===== src/deadline_timer_queue_assert.svh =====
// Assertion macros for the deadline timer queue top level.
`ifndef DEADLINE_TIMER_QUEUE_ASSERT_SVH
`define DEADLINE_TIMER_QUEUE_ASSERT_SVH
`ifndef SYNTH
`define DTQ_ASSERT(lbl, expr, msg) \
  lbl: assert property (@(posedge clk) disable iff (rst) (expr)) else $error(msg);
`define DTQ_ASSERT_IMPLY(lbl, ante, cons, msg) \
  lbl: assert property (@(posedge clk) disable iff (rst) (ante) |-> (cons)) else $error(msg);
`else
`define DTQ_ASSERT(lbl, expr, msg)
`define DTQ_ASSERT_IMPLY(lbl, ante, cons, msg)
`endif
`endif


===== src/dtq_pkg.sv =====
// Types and constants for the deadline timer queue.
package dtq_pkg;

  localparam int ID_BITS         = 4;
  localparam int ID_COUNT        = 16;
  localparam int TIME_FIELD_BITS = 48;
  localparam int TIME_MAX_BITS   = 64;

  typedef enum logic [1:0] {
    CMD_SET    = 2'd0,
    CMD_REMOVE = 2'd1,
    CMD_TICK   = 2'd2,
    CMD_NONE   = 2'd3
  } cmd_t;

  typedef enum logic [2:0] {
    KIND_SET_OK       = 3'd0,
    KIND_SET_FULL     = 3'd1,
    KIND_REMOVED      = 3'd2,
    KIND_NOT_FOUND    = 3'd3,
    KIND_EXPIRED      = 3'd4,
    KIND_NONE_EXPIRED = 3'd5
  } kind_t;

  typedef struct packed {
    logic [1:0]                 cmd;
    logic [TIME_FIELD_BITS-1:0] time_value;
    logic [ID_BITS-1:0]         timer_id;
  } cmd_item_t;

  typedef struct packed {
    logic [2:0]         kind;
    logic [ID_BITS-1:0] result_id;
    logic               last;
  } res_item_t;

  // Update request from the back engine to the slot store
  typedef struct packed {
    logic               ins;
    logic               rem;
    logic               pop;
    logic [ID_BITS-1:0] id;
  } slot_op_t;

  typedef struct packed {
    logic               full;
    logic               found;
    logic               due0;
    logic               due1;
    logic [ID_BITS-1:0] free_id;
    logic [ID_BITS-1:0] head_id;
  } slot_status_t;

endpackage


===== src/dtq_front.sv =====
// Front end: accepts command transfers, drops unused codes, queues the rest.
module dtq_front #(
  parameter int TIME_BITS = 48
) (
  input  logic                    clk,
  input  logic                    rst,
  input  logic                    cmd_valid,
  output logic                    cmd_stall,
  input  dtq_pkg::cmd_item_t      cmd_data,
  output logic                    head_valid,
  output dtq_pkg::cmd_t           head_cmd,
  output logic [TIME_BITS-1:0]    head_time,
  output logic [dtq_pkg::ID_BITS-1:0] head_id,
  input  logic                    head_pop
);
  import dtq_pkg::*;

  localparam int QDEPTH = 2;
  localparam int PTR_W  = $clog2(QDEPTH);
  localparam int CNT_W  = $clog2(QDEPTH + 1);

  cmd_t                 q_cmd  [QDEPTH];
  logic [TIME_BITS-1:0] q_time [QDEPTH];
  logic [ID_BITS-1:0]   q_id   [QDEPTH];
  logic [PTR_W-1:0]     wr_ptr;
  logic [PTR_W-1:0]     rd_ptr;
  logic [CNT_W-1:0]     count;
  logic [TIME_MAX_BITS-1:0] t_wide;
  cmd_t                 in_cmd;
  logic                 push;
  logic                 pop;

  assign t_wide    = TIME_MAX_BITS'(cmd_data.time_value);
  assign in_cmd    = cmd_t'(cmd_data.cmd);
  assign cmd_stall = (count == CNT_W'(QDEPTH));
  // unused command code is taken and discarded
  assign push      = cmd_valid && !cmd_stall && (in_cmd != CMD_NONE);
  assign head_valid = (count != '0);
  assign pop       = head_pop && head_valid;

  assign head_cmd  = q_cmd[rd_ptr];
  assign head_time = q_time[rd_ptr];
  assign head_id   = q_id[rd_ptr];

  always_ff @(posedge clk) begin
    if (push) begin
      q_cmd[wr_ptr]  <= in_cmd;
      q_time[wr_ptr] <= t_wide[TIME_BITS-1:0];
      q_id[wr_ptr]   <= cmd_data.timer_id;
    end
  end

  always_ff @(posedge clk) begin
    if (rst) begin
      wr_ptr <= '0;
      rd_ptr <= '0;
      count  <= '0;
    end else begin
      if (push) wr_ptr <= wr_ptr + PTR_W'(1);
      if (pop)  rd_ptr <= rd_ptr + PTR_W'(1);
      if (push && !pop)      count <= count + CNT_W'(1);
      else if (pop && !push) count <= count - CNT_W'(1);
    end
  end

endmodule


===== src/dtq_slots.sv =====
// Sorted slot store: deadlines kept ascending, with identifier allocation.
module dtq_slots #(
  parameter int SLOTS     = 16,
  parameter int TIME_BITS = 48
) (
  input  logic                  clk,
  input  logic                  rst,
  input  dtq_pkg::slot_op_t     op,
  input  logic [TIME_BITS-1:0]  op_time,
  output dtq_pkg::slot_status_t status
);
  import dtq_pkg::*;

  localparam int OCC_W = $clog2(SLOTS + 1);

  logic [TIME_BITS-1:0] deadline [SLOTS];
  logic [ID_BITS-1:0]   ident    [SLOTS];
  logic [OCC_W-1:0]     occ;
  logic [ID_COUNT-1:0]  in_use;
  logic [SLOTS-1:0]     live;
  logic [SLOTS-1:0]     ge;
  logic [SLOTS-1:0]     first;
  logic [SLOTS-1:0]     match;
  logic [SLOTS-1:0]     sel;
  logic [SLOTS-1:0]     above;
  logic [ID_BITS-1:0]   free_id;

  always_comb begin
    for (int i = 0; i < SLOTS; i++) begin
      live[i]  = OCC_W'(i) < occ;
      // new entry lands ahead of equal deadlines
      ge[i]    = !live[i] || (deadline[i] >= op_time);
      match[i] = live[i] && (ident[i] == op.id);
      sel[i]   = op.pop ? (i == 0) : match[i];
    end
    for (int i = 0; i < SLOTS; i++) begin
      first[i] = ge[i];
      if (i > 0) first[i] = ge[i] && !ge[i-1];
      above[i] = 1'b0;
      for (int j = 0; j <= i; j++) above[i] = above[i] | sel[j];
    end
  end

  always_comb begin
    free_id = '0;
    for (int k = ID_COUNT - 1; k >= 0; k--) begin
      if (!in_use[k]) free_id = ID_BITS'(k);
    end
  end

  for (genvar g = 0; g < SLOTS; g++) begin : g_slot
    logic [TIME_BITS-1:0] prev_d;
    logic [ID_BITS-1:0]   prev_i;
    logic [TIME_BITS-1:0] nxt_d;
    logic [ID_BITS-1:0]   nxt_i;
    if (g == 0) begin : g_lo
      assign prev_d = op_time;
      assign prev_i = free_id;
    end else begin : g_mid
      assign prev_d = deadline[g-1];
      assign prev_i = ident[g-1];
    end
    if (g == SLOTS - 1) begin : g_hi
      assign nxt_d = deadline[g];
      assign nxt_i = ident[g];
    end else begin : g_below
      assign nxt_d = deadline[g+1];
      assign nxt_i = ident[g+1];
    end

    always_ff @(posedge clk) begin
      if (op.ins) begin
        if (first[g]) begin
          deadline[g] <= op_time;
          ident[g]    <= free_id;
        end else if (ge[g]) begin
          deadline[g] <= prev_d;
          ident[g]    <= prev_i;
        end
      end else if (op.rem || op.pop) begin
        if (above[g]) begin
          deadline[g] <= nxt_d;
          ident[g]    <= nxt_i;
        end
      end
    end
  end

  always_ff @(posedge clk) begin
    if (rst) begin
      occ    <= '0;
      in_use <= '0;
    end else if (op.ins) begin
      occ             <= occ + OCC_W'(1);
      in_use[free_id] <= 1'b1;
    end else if (op.rem) begin
      occ           <= occ - OCC_W'(1);
      in_use[op.id] <= 1'b0;
    end else if (op.pop) begin
      occ              <= occ - OCC_W'(1);
      in_use[ident[0]] <= 1'b0;
    end
  end

  assign status.full    = (occ == OCC_W'(SLOTS));
  assign status.found   = |match;
  assign status.due0    = live[0] && (deadline[0] <= op_time);
  assign status.due1    = live[1] && (deadline[1] <= op_time);
  assign status.free_id = free_id;
  assign status.head_id = ident[0];

endmodule


===== src/dtq_back.sv =====
// Back engine: executes queued commands against the slot store, registers results.
module dtq_back (
  input  logic                        clk,
  input  logic                        rst,
  input  logic                        head_valid,
  input  dtq_pkg::cmd_t               head_cmd,
  input  logic [dtq_pkg::ID_BITS-1:0] head_id,
  output logic                        head_pop,
  input  dtq_pkg::slot_status_t       status,
  output dtq_pkg::slot_op_t           op,
  output logic                        res_valid,
  input  logic                        res_stall,
  output dtq_pkg::res_item_t          res_data
);
  import dtq_pkg::*;

  logic      fire;
  logic      emit;
  res_item_t res;

  assign fire = head_valid && (!res_valid || !res_stall);

  always_comb begin
    res      = '0;
    emit     = 1'b0;
    head_pop = 1'b0;
    op       = '0;
    op.id    = head_id;
    if (fire) begin
      unique case (head_cmd)
        CMD_SET: begin
          emit     = 1'b1;
          head_pop = 1'b1;
          res.last = 1'b1;
          if (status.full) begin
            res.kind = KIND_SET_FULL;
          end else begin
            res.kind      = KIND_SET_OK;
            res.result_id = status.free_id;
            op.ins        = 1'b1;
          end
        end
        CMD_REMOVE: begin
          emit          = 1'b1;
          head_pop      = 1'b1;
          res.last      = 1'b1;
          res.result_id = head_id;
          if (status.found) begin
            res.kind = KIND_REMOVED;
            op.rem   = 1'b1;
          end else begin
            res.kind = KIND_NOT_FOUND;
          end
        end
        CMD_TICK: begin
          emit = 1'b1;
          // one expiry per cycle unless stalled; tick retires with last due entry
          if (status.due0) begin
            res.kind      = KIND_EXPIRED;
            res.result_id = status.head_id;
            res.last      = !status.due1;
            op.pop        = 1'b1;
            head_pop      = !status.due1;
          end else begin
            res.kind = KIND_NONE_EXPIRED;
            res.last = 1'b1;
            head_pop = 1'b1;
          end
        end
        CMD_NONE: begin
          head_pop = 1'b1;
        end
      endcase
    end
  end

  always_ff @(posedge clk) begin
    if (fire && emit) res_data <= res;
  end

  always_ff @(posedge clk) begin
    if (rst) begin
      res_valid <= 1'b0;
    end else if (fire && emit) begin
      res_valid <= 1'b1;
    end else if (!res_stall) begin
      res_valid <= 1'b0;
    end
  end

endmodule


===== src/deadline_timer_queue.sv =====
// Top level of the deadline timer queue.
// Holds up to min(DEPTH, 16) pending timers sorted by deadline. A command
// transfer goes into a two-entry queue and is executed by the back engine,
// so commands keep flowing in while a result waits on the output register.
// Set and remove each give one result; a tick gives one per expired
// timer, at least one, since the slot store updates once a cycle and the
// output register takes one result a cycle. With an unstalled output and
// a queued command, the back engine delivers a result every cycle.
// Unused code 3 is taken, with no result. No clearing pass after reset.
`include "deadline_timer_queue_assert.svh"
module deadline_timer_queue #(
  parameter int DEPTH     = 16,
  parameter int TIME_BITS = 48
) (
  input  logic               clk,
  input  logic               rst,
  input  logic               cmd_valid,
  output logic               cmd_stall,
  input  dtq_pkg::cmd_item_t cmd_data,
  output logic               res_valid,
  input  logic               res_stall,
  output dtq_pkg::res_item_t res_data
);
  import dtq_pkg::*;

  // only 16 identifiers exist, so no more slots can ever fill
  localparam int SLOTS = (DEPTH < ID_COUNT) ? DEPTH : ID_COUNT;

  logic                 head_valid;
  cmd_t                 head_cmd;
  logic [TIME_BITS-1:0] head_time;
  logic [ID_BITS-1:0]   head_id;
  logic                 head_pop;
  slot_op_t             op;
  slot_status_t         status;

  dtq_front #(.TIME_BITS(TIME_BITS)) u_front (
    .clk       (clk),
    .rst       (rst),
    .cmd_valid (cmd_valid),
    .cmd_stall (cmd_stall),
    .cmd_data  (cmd_data),
    .head_valid(head_valid),
    .head_cmd  (head_cmd),
    .head_time (head_time),
    .head_id   (head_id),
    .head_pop  (head_pop)
  );

  dtq_slots #(.SLOTS(SLOTS), .TIME_BITS(TIME_BITS)) u_slots (
    .clk    (clk),
    .rst    (rst),
    .op     (op),
    .op_time(head_time),
    .status (status)
  );

  dtq_back u_back (
    .clk       (clk),
    .rst       (rst),
    .head_valid(head_valid),
    .head_cmd  (head_cmd),
    .head_id   (head_id),
    .head_pop  (head_pop),
    .status    (status),
    .op        (op),
    .res_valid (res_valid),
    .res_stall (res_stall),
    .res_data  (res_data)
  );

  `DTQ_ASSERT(a_one_op, $onehot0({op.ins, op.rem, op.pop}), "more than one slot update")
  `DTQ_ASSERT_IMPLY(a_ins_room, op.ins, !status.full, "insert into full store")
  `DTQ_ASSERT_IMPLY(a_pop_due, op.pop, status.due0, "expiry of an entry not due")
  `DTQ_ASSERT_IMPLY(a_stall_head, cmd_stall, head_valid, "queue full without a head")

endmodule


===== config.mk =====
export PLATFORM = sky130hd
export DESIGN_NAME = deadline_timer_queue
export DESIGN_NICKNAME = d
export VERILOG_FILES = /design/src/dtq_pkg.sv /design/src/dtq_front.sv /design/src/dtq_slots.sv /design/src/dtq_back.sv /design/src/deadline_timer_queue.sv
export VERILOG_INCLUDE_DIRS = /design/src /design/src/src
export SDC_FILE = /design/constraint.sdc
export NUM_CORES = 2
export LEC_CHECK = 0
export ABC_AREA = 1
export BUFFER_PORTS_ARGS = -buffer_cell sky130_fd_sc_hd__buf_4
export CAP_MARGIN = 20
export CELL_PAD_IN_SITES_DETAIL_PLACEMENT = 0
export CELL_PAD_IN_SITES_GLOBAL_PLACEMENT = 1
export CORE_AREA = 2 2 477 479
export DETAILED_ROUTE_END_ITERATION = 12
export DIE_AREA = 0 0 479 481
export GPL_TIMING_DRIVEN = 0
export PLACE_DENSITY = 0.62
export RECOVER_POWER = 100
export SLEW_MARGIN = 20
export SYNTH_ARGS = -nofsm -noshare
export SYNTH_HDL_FRONTEND = slang
export SYNTH_SLANG_ARGS = --single-unit

===== constraint.sdc =====
create_clock -name clk -period 5.9 [get_ports clk]
set_input_delay 0.885 -clock clk [delete_from_list [all_inputs] [get_ports clk]]
set_output_delay 0.885 -clock clk [all_outputs]
set_load 0.02 [all_outputs]

Yosys cells after proc, flatten, opt, wreduce, memory -nomap -nowiden

Memory sizes are Yosys's and may differ from the RTL's. A register that Yosys moved wholly into a read port is not among the register bits.
Cells that the tools add are included.

Flip-flop bits (word level): 34
Memory bits (writable): 940
Input port bits: 58
Output and inout bits: 10
Word-level logic and storage cells: 578
Memories kept: 5

Memories:

| name             | depth | bits a word | read ports | clocked after memory_dff | write ports | line            | RTL |
|---|---|---|---|---|---|---|---|
| u_slots.deadline | 16    | 48          | 16         | 0                        | 16          | dtq_slots.sv:16 | `logic [TIME_BITS-1:0] deadline [SLOTS];` |
| u_front.q_time   | 2     | 48          | 1          | 1                        | 1           | dtq_front.sv:23 | `logic [TIME_BITS-1:0] q_time [QDEPTH];` |
| u_slots.ident    | 16    | 4           | 16         | 0                        | 16          | dtq_slots.sv:17 | `logic [ID_BITS-1:0] ident [SLOTS];` |
| u_front.q_id     | 2     | 4           | 1          | 1                        | 1           | dtq_front.sv:24 | `logic [ID_BITS-1:0] q_id [QDEPTH];` |
| u_front.q_cmd    | 2     | 2           | 1          | 1                        | 1           | dtq_front.sv:22 | `cmd_t q_cmd [QDEPTH];` |

Add/sub/neg operators: 6
Order comparisons: 40
Equal/unequal tests: 23
Muxes and demuxes: 308
Bitwise gates (word level): 82
Reductions and logical operators: 105

Operators with widths:

| operator           | number |
|---|---|
| $mux 48            | 31 |
| $ge 48x48->1       | 16 |
| $mux 1             | 214 |
| $mux 4             | 49 |
| $le 48x48->1       | 2 |
| $or 1x1->1         | 77 |
| $eq 4x4->1         | 16 |
| $mux 16            | 3 |
| $logic_and 1x1->1  | 43 |
| $lt 4x5->1 const A | 8 |
| $logic_not 1->1    | 37 |
| $and 16x16->16     | 2 |
| $not 16->16        | 2 |
| $pmux 8 s3         | 1 |
| $lt 3x5->1 const A | 4 |
| $logic_or 1x1->1   | 18 |
| $or 16x16->16      | 1 |
| $reduce_or 16->1   | 1 |
| $lt 4x5->1 const B | 3 |
| $mux 5             | 3 |
| $demux 1 s4        | 3 |
| $ge 4x1->1 const B | 3 |
| $lt 1x5->1 const A | 2 |
| $lt 2x5->1 const A | 2 |
| 17 further kinds   | 23 |

Logic depth before layout (Yosys ltp)

An unclocked memory read counts as a cell.

Depth in word-level cells: 28
Mapped depth: 29
Gate-level depth less buffers: 26

Modules after synthesis

From an unflattened synthesis, not the netlist that was laid out.

Cell total of the unflattened synthesis: 9239
Area, all modules: 72254.3 um^2

Modules (own cells, without submodules):

| module    | instances | cells each | area each (um^2) | seq. area each (um^2) |
|---|---|---|---|---|
| dtq_slots | 1         | 8957       | 67278.3          | 25404.4 |
| dtq_front | 1         | 206        | 4395.5           | 3343.2 |
| dtq_back  | 1         | 76         | 580.6            | 260.2 |

Worst setup path before layout

OpenSTA, ideal clock, no wires.

Path kind: register to register
From: register (tool-made name)
To: memory u_slots.deadline[14][0], in the netlist u_slots.deadline[7][0] (enable)
Setup time: 0.743 ns
Data arrival time: 5.149 ns
Required time: 5.157 ns
Setup slack: 0.008 ns
Cell stages (with the launch flop): 26
Buffers on the path: 8
Clock period less this slack: 5.892 ns
Path through: dfxtp_1 -> inv_2 -> buf_6 -> clkbuf_1 -> clkbuf_1 -> or2_2 -> o21ai_0 -> clkbuf_1 -> ha_1 -> nand2_1 -> nor2_1 -> nand3_1 -> nor2_1 -> nand2_1 -> nor2_1 -> nand2_1 -> nand3_1 -> nand2_2 -> nand2_1 -> buf_4 -> nand2_4 -> buf_6 -> buf_6 -> a21boi_4 -> buf_6 -> nand3_1

RTL lines:

| item      | line |
|---|---|
| to (decl) | dtq_slots.sv:16 |

==> out/results.ini <==
[global_routing]
grt_pass1_wl_um=391000
antenna_found_initial=6
grt_pass1_vias=57822
grt_max_degree=53
overflow=0
track_usage_pct=23.3

[floorplanning]
pin_count=68
initial_utilization_pct=29.8
coreArea_um2=226000
die_h_um=481
design.die.area_um2=230000
die_w_um=479
num_rows=175

[yosys]
synth_nets=8796
synth_xor_area_share_pct=0.547
async_flop_share_pct=0
synthSimpleGateAreaFrac_pct=21.1
post_synth_fa_ha_maj_area_fraction_pct=14.4
synth_top_family_by_area=simple AND/OR/NAND/NOR gates
synthTopCellsByArea=edfxtp_1, ha_1, nand2_1, o21ai_0, a21oi_1
synthMuxAreaShare_pct=0
yosys_warnings=0
synth_seq_cells=975
synth_top_area_cell=edfxtp_1
syn_inst=7966
syn_avg_cell_area_um2=8.45
synth_edf_count=948
synth_area_um2=67300
synth.top_cell.area_share_pct=42.3
synth_compound_area_share_pct=14.9
seq_area_frac_synth_pct=43.1
synth-main-ff-cell=edfxtp_1
synthDistinctLibCells=56

[clocking]
clk_path_buf_depth=3
cts.hold.buffers_added=0
cts_root_buf=clkbuf_16
cts.clk_slew.worst_paths_ps=60
tritoncts=done
cts.sinks=975
clk_latency_ps=800
htreeDepth=3
cts-buffers-inserted=116

[place]
dp_hpwl_um=227000
io_buffers=67
placed_area_um2=72400
place_congestion=0.942
placed_cells=11073

[critical_path]
cp.arrival_ps=6490
cpMostUsedCell=nand2_1
path_class=flip-flop to flip-flop
critPathMaxStageDelay_ps=570
r2r_cells=23
required_ps=6540
start_kind=flip-flop
path_delay_family=buffers and inverters
crit_chain=inv_2 -> buf_6 -> clkbuf_4 -> clkbuf_8 -> or2_2 -> o21ai_1 -> clkbuf_8 -> ha_1 -> nand2_1 -> nor2_1 -> nand2_1 -> o211ai_1 -> nand2_1 -> o2111ai_1 -> a21oi_1 -> nand4_1 -> clkbuf_2 -> clkbuf_2 -> nand3_1 -> clkbuf_2 -> clkbuf_1 -> o211ai_1 -> nand2_1
critPathMaxFanout=25
slowest_stage=clkbuf_1
path_buf_inv=9
crit_path_end_kind=flip-flop
crit_cells=23

[routing]
viasPerCell=5.15
drc=0
drt_iter0_drc=5142
wl_per_cell_um=24.2
wl_um=275000
ant_nets=0
via_count=58300
firstDrtPassIters=7

[timing]
tightest_slew_ps=1820
layout_min_cycle_time_ps=5850
hold_violations=0
max_slew_margin_pct=-22.1
finalMaxSlewViolations=91
finalSetupViolCount=0
timing.fmax_mhz=171
min_period_over_period_pct=99.2
skew_ps=51.0
rsz0062_at_grt=no

[final_layout]
fin_cells=11323
syn_to_final_growth_pct=14.1
multi_input_area_um2=34900
design_area_um2=76800
n_fill_cell=23464
seq_area_um2=29000
layout_common_cells=nand2_1, edfxtp_1, ha_1
drive_gt1_share_pct=7.99
final_common_cell=nand2_1
final_nets=9037

[worst_hold_path]
hold_class=primary input to flip-flop
hold_depth=1

[outcome]
status=complete, but fails checks
violations=max-capacitance violations, max-slew violations

[run]
drv_cap=4

[power_and_ir_drop]
leakagePower_nw=32.8
peakVddDrop_mv=0.267
power_density_nw_per_um2=514

## worst reg2reg max path, stage by stage (launching register included)
cell and delay (ps):
dfxtp_1 380, inv_2 50, buf_6 140, clkbuf_4 290, clkbuf_8 310, or2_2 300
o21ai_1 470, clkbuf_8 460, ha_1 320, nand2_1 100, nor2_1 60, nand2_1 70
o211ai_1 100, nand2_1 70, o2111ai_1 360, a21oi_1 340, nand4_1 150, clkbuf_2 190
clkbuf_2 210, nand3_1 160, clkbuf_2 340, clkbuf_1 580, o211ai_1 190, nand2_1 90
## registers in the layout (all words and copies together) (netlist names), named ones only
register,cells
u_front.wr_ptr,1
u_front.count,2
u_slots.occ,5
u_back.res_data,8
u_front.q_time,96
u_front.rd_ptr,1
u_slots.ident,64
u_front.q_cmd,4
u_back.res_valid,1
u_front.q_id,8
u_slots.deadline,768
u_slots.in_use,16
## cell usage after synthesis, types with 27 or more instances
cell type	count
nand2_1	2353
edfxtp_1	948
ha_1	772
o21ai_0	735
inv_1	534
a21oi_1	518
nor2_1	414
o211ai_1	289
clkbuf_1	277
nand4_1	254
nand3_1	203
o21ai_1	98
buf_2	94
a31oi_1	64
or2_2	56
nor3_1	45
buf_4	43
xor2_1	37
dfxtp_1	27
## through the flow
step / hold slack, ps / setup slack, ps / utilization (%) / total power [W] / TNS [ps]
final: 319 / 46.4 / 34.0 / 0.0395 / 0
after global routing: 314 / 3.46 / 34.0 / 0.0425 / 0
after detailed placement: 460 / -1970 / 32.1 / 0.0318 / -2408400
after global placement: 455 / -5770 / 31.7 / 0.0310 / -7198810
after floorplan: 434 / 7.51 / - / 0.0240 / 0
after CTS: 241 / 6.76 / 34.0 / 0.0395 / 0
## final timing paths
check / end / slack, ps / startpoint
worst max-delay path: u_slots.deadline[3][0]$_DFFE_PP_ / 50 / flip-flop
worst min-delay path: u_front.q_time[0][10]$_DFFE_PP_ / 320 / cmd_data[14]
worst max register to register: u_slots.deadline[3][0]$_DFFE_PP_ / 50 / flip-flop
worst min register to register: u_slots.in_use[5]$_SDFFE_PP0P_ / 470 / u_slots.in_use[5]$_SDFFE_PP0P_
## report_power, final
| group | internal (W) | total, W | switching, W |
|---|---|---|---|
| logic | 0.00636 | 0.0203 | 0.0140 |
| registers | 0.0106 | 0.0118 | 0.00120 |
| clock network | 0.00419 | 0.00736 | 0.00316 |
| total | 0.0212 | 0.0395 | 0.0183 |
## cell type report
| type | count | area share (%) |
|---|---|---|
| diodes | 4 | 0.0130 |
| plain buffers | 435 | 3.00 |
| clock buffers | 140 | 4.03 |
| clock inverters | 81 | 0.906 |
| inverters | 551 | 2.70 |
| multi-input cells | 6017 | 45.4 |
| flip-flops and latches | 975 | 37.8 |
| well taps | 3009 | 4.90 |
| repair buffers | 111 | 1.26 |
## cells by family after synthesis
logic type / Yosys count
adders and majority gates: 772
xor gates and xnor gates: 42
and+or+nand+nor: 3404
buffers and inverters: 987
AOI/OAI and AO/OA: 1786
DFF: 975
## repair_timing
| action | 4_1_cts | 5_1_grt |
|---|---|---|
| setup buffers | 9 | 4 |
| endpoints found under the hold margin | 0 | 0 |
| pin swaps | 11 | 7 |
| cloned | 9 | 4 |
| setup endpoints to repair | 1689 | 1278 |
| gates resized for setup | 124 | 72 |
## metal layers
layer	wire (µm)	vias to the layer above	GRT usage, %
met5	0	-	0
met4	13400	0	10.4
met3	15300	361	2.90
met2	130000	1733	39.5
met1	116000	27703	29.5
li1	-	28503	-
(Power assumes the default switching activity.)
